$ cat config.mk
export PLATFORM = sky130hd
export DESIGN_NAME = grid_max_path_sum_dp
export DESIGN_NICKNAME = d
export VERILOG_FILES = /design/src/gmp_pkg.sv /design/src/gmp_ram.sv /design/src/gmp_ctrl.sv /design/src/gmp_datapath.sv /design/src/grid_max_path_sum_dp.sv
export SDC_FILE = /design/constraint.sdc
export NUM_CORES = 2
export LEC_CHECK = 0
export ABC_AREA = 0
export BUFFER_PORTS_ARGS = -buffer_cell sky130_fd_sc_hd__buf_2
export CAP_MARGIN = 20
export CORE_MARGIN = 4
export CORE_UTILIZATION = 57
export CTS_CLUSTER_DIAMETER = 60
export DETAILED_ROUTE_END_ITERATION = 12
export PLACE_DENSITY = 0.73
export SYNTH_ARGS = -nofsm -noshare
export SYNTH_HDL_FRONTEND = slang
export SYNTH_MEMORY_MAX_BITS = 65536
export SYNTH_SLANG_ARGS = --single-unit
$ cat constraint.sdc
create_clock -name clk -period 12.45 [get_ports clk]
set_clock_uncertainty 0.15 [all_clocks]
set_input_delay 0.6225 -clock clk [delete_from_list [all_inputs] [get_ports clk]]
set_output_delay 0.6225 -clock clk [all_outputs]
set_load 0.005 [all_outputs]
$ cat src/gmp_pkg.sv
// Shared types and constants for the grid max path sum block.
package gmp_pkg;

    localparam int DEF_MAX_ROWS = 16;
    localparam int DEF_MAX_COLS = 16;

    // Widths fixed by the interface fields
    localparam int CELL_IDX_W = 4;
    localparam int VAL_W      = 16;
    localparam int TOT_W      = 20;
    localparam int CFG_W      = 5;
    localparam int CFG_IDX_W  = 1;
    // Counters hold 0..127 (wider than any configurable row or column count)
    localparam int CNT_W      = 7;

    localparam logic [CFG_W-1:0] COUNT_RESET = 5'd4;

    // Configuration register indexes
    localparam logic [CFG_IDX_W-1:0] REG_ROW_COUNT = 1'b0;
    localparam logic [CFG_IDX_W-1:0] REG_COL_COUNT = 1'b1;

    // Commands from the controller to the datapath
    typedef struct packed {
        logic load;        // store the accepted cell
        logic start_comp;  // latch column counter, begin compute
        logic col_start;   // reset row counter, read next-column entry 0
        logic prime;       // seed the neighbor window
        logic cell_rd;     // read grid cell and next-column entry row+1
        logic cell_calc;   // form the cell total and write it
    } cmd_t;

    // Status from the datapath to the controller
    typedef struct packed {
        logic last_row;
        logic last_col;
    } stat_t;

endpackage

$ cat src/gmp_ram.sv
// Generic simple dual-port RAM with registered read.
module gmp_ram #(
    parameter int WIDTH = 16,
    parameter int DEPTH = 256,
    localparam int AW = (DEPTH > 1) ? $clog2(DEPTH) : 1
) (
    input  logic             clk,
    input  logic             we,
    input  logic [AW-1:0]    waddr,
    input  logic [WIDTH-1:0] wdata,
    input  logic             re,
    input  logic [AW-1:0]    raddr,
    output logic [WIDTH-1:0] rdata
);

    logic [WIDTH-1:0] mem [DEPTH];
    logic [WIDTH-1:0] rdata_reg;

    always_ff @(posedge clk)
    begin
        if (we)
        begin
            mem[waddr] <= wdata;
        end
        if (re)
        begin
            rdata_reg <= mem[raddr];
        end
    end

    assign rdata = rdata_reg;

endmodule

$ cat src/gmp_ctrl.sv
// Controller state machine for the grid max path sum block.
module gmp_ctrl (
    input  logic           clk,
    input  logic           rst_n,
    input  logic           start,
    input  logic           is_last,
    input  gmp_pkg::stat_t stat,
    output gmp_pkg::cmd_t  cmd,
    output logic           busy,
    output logic           done
);

    typedef enum logic [2:0] {
        ST_IDLE,
        ST_COL_START,
        ST_PRIME,
        ST_CELL_RD,
        ST_CELL_CALC
    } state_t;

    state_t state_reg, state_next;
    logic   busy_reg, busy_next;
    logic   done_reg, done_next;
    logic   accept;

    assign accept = start && !busy_reg;

    always_comb
    begin
        state_next = state_reg;
        busy_next  = busy_reg;
        done_next  = 1'b0;
        cmd        = '0;
        cmd.load   = accept;
        unique case (state_reg)
            ST_IDLE:
            begin
                if (accept && is_last)
                begin
                    cmd.start_comp = 1'b1;
                    busy_next      = 1'b1;
                    state_next     = ST_COL_START;
                end
            end
            ST_COL_START:
            begin
                cmd.col_start = 1'b1;
                state_next    = ST_PRIME;
            end
            ST_PRIME:
            begin
                cmd.prime  = 1'b1;
                state_next = ST_CELL_RD;
            end
            ST_CELL_RD:
            begin
                cmd.cell_rd = 1'b1;
                state_next  = ST_CELL_CALC;
            end
            ST_CELL_CALC:
            begin
                cmd.cell_calc = 1'b1;
                priority if (!stat.last_row)
                begin
                    state_next = ST_CELL_RD;
                end
                else if (!stat.last_col)
                begin
                    state_next = ST_COL_START;
                end
                else
                begin
                    busy_next  = 1'b0;
                    done_next  = 1'b1;
                    state_next = ST_IDLE;
                end
            end
            default:
            begin
                state_next = ST_IDLE;
            end
        endcase
    end

    always_ff @(posedge clk or negedge rst_n)
    begin
        if (!rst_n)
        begin
            state_reg <= ST_IDLE;
            busy_reg  <= 1'b0;
            done_reg  <= 1'b0;
        end
        else
        begin
            state_reg <= state_next;
            busy_reg  <= busy_next;
            done_reg  <= done_next;
        end
    end

    assign busy = busy_reg;
    assign done = done_reg;

endmodule

$ cat src/gmp_datapath.sv
// Datapath: grid store, column buffers, neighbor window and running best.
module gmp_datapath #(
    parameter int MAX_ROWS = gmp_pkg::DEF_MAX_ROWS,
    parameter int MAX_COLS = gmp_pkg::DEF_MAX_COLS
) (
    input  logic                            clk,
    input  logic                            rst_n,
    input  gmp_pkg::cmd_t                   cmd,
    output gmp_pkg::stat_t                  stat,
    input  logic [gmp_pkg::CELL_IDX_W-1:0]  cell_row,
    input  logic [gmp_pkg::CELL_IDX_W-1:0]  cell_col,
    input  logic [gmp_pkg::VAL_W-1:0]       cell_value,
    input  logic                            cfg_we,
    input  logic [gmp_pkg::CFG_IDX_W-1:0]   cfg_index,
    input  logic [gmp_pkg::CFG_W-1:0]       cfg_data,
    output logic [gmp_pkg::TOT_W-1:0]       max_gold
);

    localparam int CW    = gmp_pkg::CNT_W;
    localparam int TW    = gmp_pkg::TOT_W;
    localparam int VW    = gmp_pkg::VAL_W;
    localparam int ROW_W = (MAX_ROWS > 1) ? $clog2(MAX_ROWS) : 1;
    localparam int COL_W = (MAX_COLS > 1) ? $clog2(MAX_COLS) : 1;
    localparam int GRID_DEPTH = 2 ** (ROW_W + COL_W);
    localparam int BUF_DEPTH  = 2 ** ROW_W;

    logic [gmp_pkg::CFG_W-1:0] row_count_reg, row_count_next;
    logic [gmp_pkg::CFG_W-1:0] col_count_reg, col_count_next;
    logic [CW-1:0]             row_reg, row_next;
    logic [CW-1:0]             col_reg, col_next;
    logic                      cur_sel_reg, cur_sel_next;
    logic [TW-1:0]             up_reg, up_next;
    logic [TW-1:0]             mid_reg, mid_next;
    logic [TW-1:0]             best_reg, best_next;

    logic [CW-1:0] rows, cols, cols_m1, row_plus1;
    logic [CW-1:0] in_row, in_col;
    logic          in_range, has_next;
    logic [VW-1:0] grid_q;
    logic [TW-1:0] buf0_q, buf1_q, nxt_q, dn, m_ud, m_all, total;
    logic [TW:0]   sum;
    logic [ROW_W-1:0] buf_raddr;

    // Clamp the configured counts into 1..MAX
    always_comb
    begin
        priority if (row_count_reg == '0)
            rows = CW'(1);
        else if (CW'(row_count_reg) > CW'(MAX_ROWS))
            rows = CW'(MAX_ROWS);
        else
            rows = CW'(row_count_reg);
        priority if (col_count_reg == '0)
            cols = CW'(1);
        else if (CW'(col_count_reg) > CW'(MAX_COLS))
            cols = CW'(MAX_COLS);
        else
            cols = CW'(col_count_reg);
    end

    assign cols_m1   = cols - CW'(1);
    assign row_plus1 = row_reg + CW'(1);
    assign has_next  = (col_reg != cols_m1);
    assign in_row    = CW'(cell_row);
    assign in_col    = CW'(cell_col);
    assign in_range  = (in_row < CW'(MAX_ROWS)) && (in_col < CW'(MAX_COLS));

    assign stat.last_row = (row_plus1 == rows);
    assign stat.last_col = (col_reg == '0);

    gmp_ram #(
        .WIDTH (VW),
        .DEPTH (GRID_DEPTH)
    ) u_grid (
        .clk   (clk),
        .we    (cmd.load && in_range),
        .waddr ({in_row[ROW_W-1:0], in_col[COL_W-1:0]}),
        .wdata (cell_value),
        .re    (cmd.cell_rd),
        .raddr ({row_reg[ROW_W-1:0], col_reg[COL_W-1:0]}),
        .rdata (grid_q)
    );

    assign buf_raddr = cmd.col_start ? '0 : row_plus1[ROW_W-1:0];

    gmp_ram #(
        .WIDTH (TW),
        .DEPTH (BUF_DEPTH)
    ) u_buf0 (
        .clk   (clk),
        .we    (cmd.cell_calc && !cur_sel_reg),
        .waddr (row_reg[ROW_W-1:0]),
        .wdata (total),
        .re    (cmd.col_start || cmd.cell_rd),
        .raddr (buf_raddr),
        .rdata (buf0_q)
    );

    gmp_ram #(
        .WIDTH (TW),
        .DEPTH (BUF_DEPTH)
    ) u_buf1 (
        .clk   (clk),
        .we    (cmd.cell_calc && cur_sel_reg),
        .waddr (row_reg[ROW_W-1:0]),
        .wdata (total),
        .re    (cmd.col_start || cmd.cell_rd),
        .raddr (buf_raddr),
        .rdata (buf1_q)
    );

    // Read the buffer not being written this column
    assign nxt_q = cur_sel_reg ? buf0_q : buf1_q;

    // Down-right neighbor exists only inside the grid and when a next column exists
    assign dn    = (has_next && (row_plus1 < rows)) ? nxt_q : '0;
    assign m_ud  = (up_reg > dn) ? up_reg : dn;
    assign m_all = (mid_reg > m_ud) ? mid_reg : m_ud;
    assign sum   = {1'b0, m_all} + (TW + 1)'(grid_q);
    assign total = sum[TW] ? '1 : sum[TW-1:0];

    always_comb
    begin
        row_count_next = row_count_reg;
        col_count_next = col_count_reg;
        row_next       = row_reg;
        col_next       = col_reg;
        cur_sel_next   = cur_sel_reg;
        up_next        = up_reg;
        mid_next       = mid_reg;
        best_next      = best_reg;

        if (cfg_we)
        begin
            unique case (cfg_index)
                gmp_pkg::REG_ROW_COUNT: row_count_next = cfg_data;
                gmp_pkg::REG_COL_COUNT: col_count_next = cfg_data;
                default: ;
            endcase
        end

        if (cmd.start_comp)
        begin
            col_next     = cols_m1;
            cur_sel_next = 1'b0;
        end

        if (cmd.col_start)
        begin
            row_next = '0;
        end

        if (cmd.prime)
        begin
            up_next  = '0;
            mid_next = has_next ? nxt_q : '0;
            if (stat.last_col)
            begin
                best_next = '0;
            end
        end

        if (cmd.cell_calc)
        begin
            up_next  = mid_reg;
            mid_next = dn;
            row_next = row_plus1;
            if (stat.last_col && (total > best_reg))
            begin
                best_next = total;
            end
            if (stat.last_row)
            begin
                cur_sel_next = !cur_sel_reg;
                if (!stat.last_col)
                begin
                    col_next = col_reg - CW'(1);
                end
            end
        end
    end

    always_ff @(posedge clk or negedge rst_n)
    begin
        if (!rst_n)
        begin
            row_count_reg <= gmp_pkg::COUNT_RESET;
            col_count_reg <= gmp_pkg::COUNT_RESET;
            row_reg       <= '0;
            col_reg       <= '0;
            cur_sel_reg   <= 1'b0;
        end
        else
        begin
            row_count_reg <= row_count_next;
            col_count_reg <= col_count_next;
            row_reg       <= row_next;
            col_reg       <= col_next;
            cur_sel_reg   <= cur_sel_next;
        end
    end

    always_ff @(posedge clk)
    begin
        up_reg   <= up_next;
        mid_reg  <= mid_next;
        best_reg <= best_next;
    end

    assign max_gold = best_reg;

endmodule

$ cat src/grid_max_path_sum_dp.sv
// Top level of the grid max path sum block: controller plus datapath.
//
// Usage:
//   Load cells with start/busy: a beat is taken at a rising edge where start
//   is high and busy is low; one cell (cell_row, cell_col, cell_value) per
//   cycle. Cells outside MAX_ROWS x MAX_COLS are dropped. The beat with
//   is_last set also stores its cell, then raises busy and runs the compute.
//   Compute walks columns right to left. Each column first seeds the
//   neighbor window (row counter reset and buffer read, then prime); each
//   cell then takes a grid and column buffer read, then an add and write.
//   Column zero's running maximum is tracked during its pass, so no final
//   sweep is needed.
//   The result shows on max_gold with done high for exactly one cycle; the
//   receiver cannot stall it. busy drops in that same cycle, so the next
//   load beat may be taken alongside the result.
//   Configuration: cfg_valid/cfg_ready write row_count (index 0) or
//   col_count (index 1); cfg_ready is low while busy or start is high.
//   Counts of zero act as one, counts above the maximum act as the maximum.
//   Reset: counts return to 4, the controller goes idle; grid contents are
//   undefined until written.
module grid_max_path_sum_dp #(
    parameter int MAX_ROWS = gmp_pkg::DEF_MAX_ROWS,
    parameter int MAX_COLS = gmp_pkg::DEF_MAX_COLS
) (
    input  logic                            clk,
    input  logic                            rst_n,
    input  logic                            start,
    output logic                            busy,
    input  logic [gmp_pkg::CELL_IDX_W-1:0]  cell_row,
    input  logic [gmp_pkg::CELL_IDX_W-1:0]  cell_col,
    input  logic [gmp_pkg::VAL_W-1:0]       cell_value,
    input  logic                            is_last,
    output logic                            done,
    output logic [gmp_pkg::TOT_W-1:0]       max_gold,
    input  logic                            cfg_valid,
    output logic                            cfg_ready,
    input  logic [gmp_pkg::CFG_IDX_W-1:0]   cfg_index,
    input  logic [gmp_pkg::CFG_W-1:0]       cfg_data
);

    gmp_pkg::cmd_t  cmd;
    gmp_pkg::stat_t stat;

    // Hold off configuration while a compute is running or a beat is offered,
    // so the counts never change at the edge that closes a grid
    assign cfg_ready = !busy && !start;

    gmp_ctrl u_ctrl (
        .clk     (clk),
        .rst_n   (rst_n),
        .start   (start),
        .is_last (is_last),
        .stat    (stat),
        .cmd     (cmd),
        .busy    (busy),
        .done    (done)
    );

    gmp_datapath #(
        .MAX_ROWS (MAX_ROWS),
        .MAX_COLS (MAX_COLS)
    ) u_datapath (
        .clk        (clk),
        .rst_n      (rst_n),
        .cmd        (cmd),
        .stat       (stat),
        .cell_row   (cell_row),
        .cell_col   (cell_col),
        .cell_value (cell_value),
        .cfg_we     (cfg_valid && cfg_ready),
        .cfg_index  (cfg_index),
        .cfg_data   (cfg_data),
        .max_gold   (max_gold)
    );

endmodule

==> impl_results.md <==
* Status: complete, no violations
* Top cell by count, worst path: ha_1
* Post-Synth Adder-Cell Area at 0.576%
* Initial core utilization at 57.2%
* Core Box Area at 336000 um^2
* Vias post-DR at 99778
* Hpwl dp at 281000 um
* Proportion of layout cells with a drive suffix above 1 at 25.1%
* Largest family of logic cells by synthesized area: multiplexers
* All-Layer GR Usage at 28.6%
* Pre-CTS WS at -0.241 ns
* Mapped cell area at 192000 um^2
* Storage cell area at 146000 um^2
* Ys Warns at 0
* Placed standard-cell area at 200000 um^2
* Port Buf Inserts at 57
* CP peak stage delay at 0.53 ns
* Async S/R FF share, synth at 0.615%
* Iter 0 DRT Violations at 13969
* Clock slew at reported path FFs at 0.06 ns
* Worst slew pin tran at 1.36 ns
* Crit path max fanout at 44
* Synthesis-to-finish area growth at 12.1%
* Slew Viols, Final at 0
* Hold Path Class: input pin to register
* Arrival time of the worst setup path at 12.54 ns
* Avg WL per Cell at 33.7 um
* Routed Antenna Nets at 0
* CP Capture Type: register
* DRT Pass-1 Iters at 8
* Largest registers: u_datapath.u_grid.mem (4096), u_datapath.u_buf0.mem (320), u_datapath.u_buf1.mem (320)
* RSZ-0062 raised after global routing: false
* Seq/Total Area, Yosys at 76.0%
* Max-Cap Viols at 0
* Die Width at 589 um
* H-tree depth at 5
* Fin. Hold Viols at 0
* Row count at 213
* CTS buffer count at 470
* Cells after Synth at 9513
* Nets at 10013
* Post-synth net total at 9636
* Pwr/cell area at 295 nW/um^2
* CP bufs+invs at 7
* Max FFs per register at 4096
* Most flops, register: u_datapath.u_grid.mem
* WS Path Type: register to register
* CTS max path bufs at 4
* Setup violators final at 0
* Required time of the worst setup path at 13.16 ns
* GP Congestion at 0.862
* Worst Setup Slack, final at 0.618 ns
* Pleak at 0.0680 uW
* Vias in the first global route at 97620
* Die area at 347000 um^2
* Prevailing post-synth register cell: edfxtp_1
* Total wire length at 499000 um
* First-pass GRT wire length at 715000 um
* Fmax at 0.0845 GHz
* CTS tree: built
* Die Y at 589 um
* CP max stage cell: dfrtp_4
* Yosys cell types at 76
* Synth Area in Simple Gates at 3.15%
* Vias/cell at 6.74
* Clock sink count at 4882
* Largest delay share family, worst path: simple AND/OR/NAND/NOR gates
* Initial antenna violation count at 33
* VDD IR max at 0.00184 V
* Root buffer cell: clkbuf_16
* Synth Area in Compound Gates at 3.60%
* Synth Area in XOR/XNOR at 0.109%
* Startpoint type of the worst setup path: register
* IO Pins at 58
* Multi-input logic area at 44200 um^2
* FF+latch count, synth at 4882
* Largest net degree at the start of global routing at 235
* Final instance area at 216000 um^2
* Tcrit/Tclk final at 95.0%
* Worst relative slew slack at 9.22%
* Post-route minimum period at 11.83 ns
* Mux contribution to synthesized area at 15.1%
* Latest clock arrival within the worst-skew pair at 1.00 ns
* Grt total ovfl at 0
* Fill cell count at 21830
* Mean Syn Cell Area at 20.2 um^2
* Number of synthesized flops with an enable pin at 4832
* DRC Markers at 0
## where the power goes
part / internal, uW / switching (uW) / leakage (uW)
Sequential: 24000 / 248 / 0.0440
Clock: 7620 / 6050 / 0.00715
Combinational: 8260 / 17400 / 0.0169
## cell usage in the layout (no fill, tap or decap), types with 17 or more instances in the layout
master	instances
edfxtp_1	4832
mux4_2	1161
nor2_1	494
clkbuf_16	476
buf_4	371
nand2_1	338
a21oi_1	315
mux2i_1	257
nor2_2	148
o21ai_0	131
clkinv_1	129
nor2b_1	114
nand3_1	109
a211oi_1	102
o221ai_1	100
clkbuf_1	99
ha_1	85
clkinv_2	85
a2111oi_0	82
a31oi_1	73
o211ai_1	46
inv_1	43
o2111ai_1	41
buf_2	41
buf_8	32
and3_1	30
o22ai_1	30
bufinv_16	30
mux2_2	28
nor2_4	27
a21o_1	23
nand4_1	22
buf_12	20
dfrtp_1	20
dfxtp_1	20
nor3_1	19
a311oi_1	17
clkinvlp_4	17
clkbuf_8	17
## routing by layer
| layer | part of all wire (%) | vias to the layer above | global-route usage, % | routed length (um) |
|---|---|---|---|---|
| met1 | 38 | 52370 | 41.2 | 187000 |
| met3 | 11 | 950 | 6.58 | 56800 |
| met5 | 0.040 | - | 0 | 199 |
| met4 | 3.6 | 30 | 9.09 | 17800 |
| met2 | 47 | 6267 | 44.2 | 237000 |
| li1 | - | 40161 | - | - |
## kinds of logic after synthesis
| logic type | count (synthesis) |
|---|---|
| compound gates | 1035 |
| xor+xnor | 24 |
| fa+ha+maj | 88 |
| buf+inv | 649 |
| flops | 4882 |
| mux | 1447 |
| simple gates | 1388 |
## tightest hold or removal path, stage by stage
cell     delay [ns]
buf_2          0.08
nor2_1         0.20
o21ai_0        0.25
## per-stage QoR
stage	utilization, %	setup TNS (ns)	hold slack (ns)	total power [uW]	std cells
after floorplan	-	0	0.177	39900	9513
after global placement	59.4	-0.307	0.355	49000	13867
after detailed placement	59.5	-1.51	0.365	49500	13893
after CTS	63.9	0	0.0146	63300	14772
after global routing	64.1	0	0.0802	66200	14803
final	64.1	0	0.0847	63500	14813
## cells in the mapped netlist (4+ instances only)
cell	n	area [um^2]
edfxtp_1	4832	145000
mux4_2	1161	26100
nor2_1	668	2510
clkbuf_1	387	1450
nand2_1	345	1290
a21oi_1	318	1590
mux2i_1	258	2580
o21ai_0	132	661
nand3_1	118	591
nor2b_1	117	732
a211oi_1	105	788
o221ai_1	100	876
buf_2	99	495
ha_1	87	1090
a2111oi_0	83	727
a31oi_1	74	463
buf_1	61	229
buf_4	49	368
o211ai_1	46	345
inv_1	45	169
o2111ai_1	41	359
and3_1	34	213
o22ai_1	30	188
dfrtp_1	28	701
mux2_2	28	315
a21o_1	26	195
nand4_1	22	138
nor3_1	21	105
dfxtp_1	20	400
a22oi_1	17	128
a311oi_1	17	149
xnor2_1	17	149
nand2b_1	10	62.6
or3_1	10	62.6
and2_1	8	50.1
nor4_1	8	50.1
a22oi_2	7	87.6
buf_6	7	78.8
xor2_1	7	61.3
a21boi_0	5	37.5
o21a_1	5	37.5
o311ai_0	5	43.8
or2_2	5	31.3
or4_1	5	37.5
o21bai_1	4	30.0
## repair_timing
action | CTS | global route
buffers inserted | 0 | 2
hold buffers | 12 | 0
hold endpoints to repair | 100 | 0
gates resized for setup | 6 | 17
endpoints found under the setup margin | 20 | 20
pin swaps | 0 | 4
## worst paths after layout
path,cells past startpoint,slack (ns),end,from
setup / recovery,49,0.62,u_datapath.max_gold[17]$_DFF_P_,u_datapath.row_reg[1]$_DFFE_PN0P_
hold / removal,3,0.08,u_datapath.row_count_reg[4]$_DFFE_PN0P_,cfg_index
setup reg to reg,49,0.62,u_datapath.max_gold[17]$_DFF_P_,u_datapath.row_reg[1]$_DFFE_PN0P_
hold reg to reg,2,0.37,u_datapath.max_gold[10]$_DFF_P_,u_datapath.max_gold[10]$_DFF_P_
max in group asynchronous,2,11.29,u_datapath.row_reg[0]$_DFFE_PN0P_,rst_n
min in group asynchronous,2,0.17,u_ctrl.done$_DFF_PN0_,rst_n
## layout make-up
cell class                 count  area share (%)
inverter                      46          0.0871
multi-input combinational   3982            20.5
antenna                       13          0.0151
sequential                  4882            67.9
clock inverter               292            1.11
clock buffer                 575            5.70
timing repair buffer         508            2.11
tap                         4515            2.62
No activity file was read; power rests on OpenSTA's default activity.
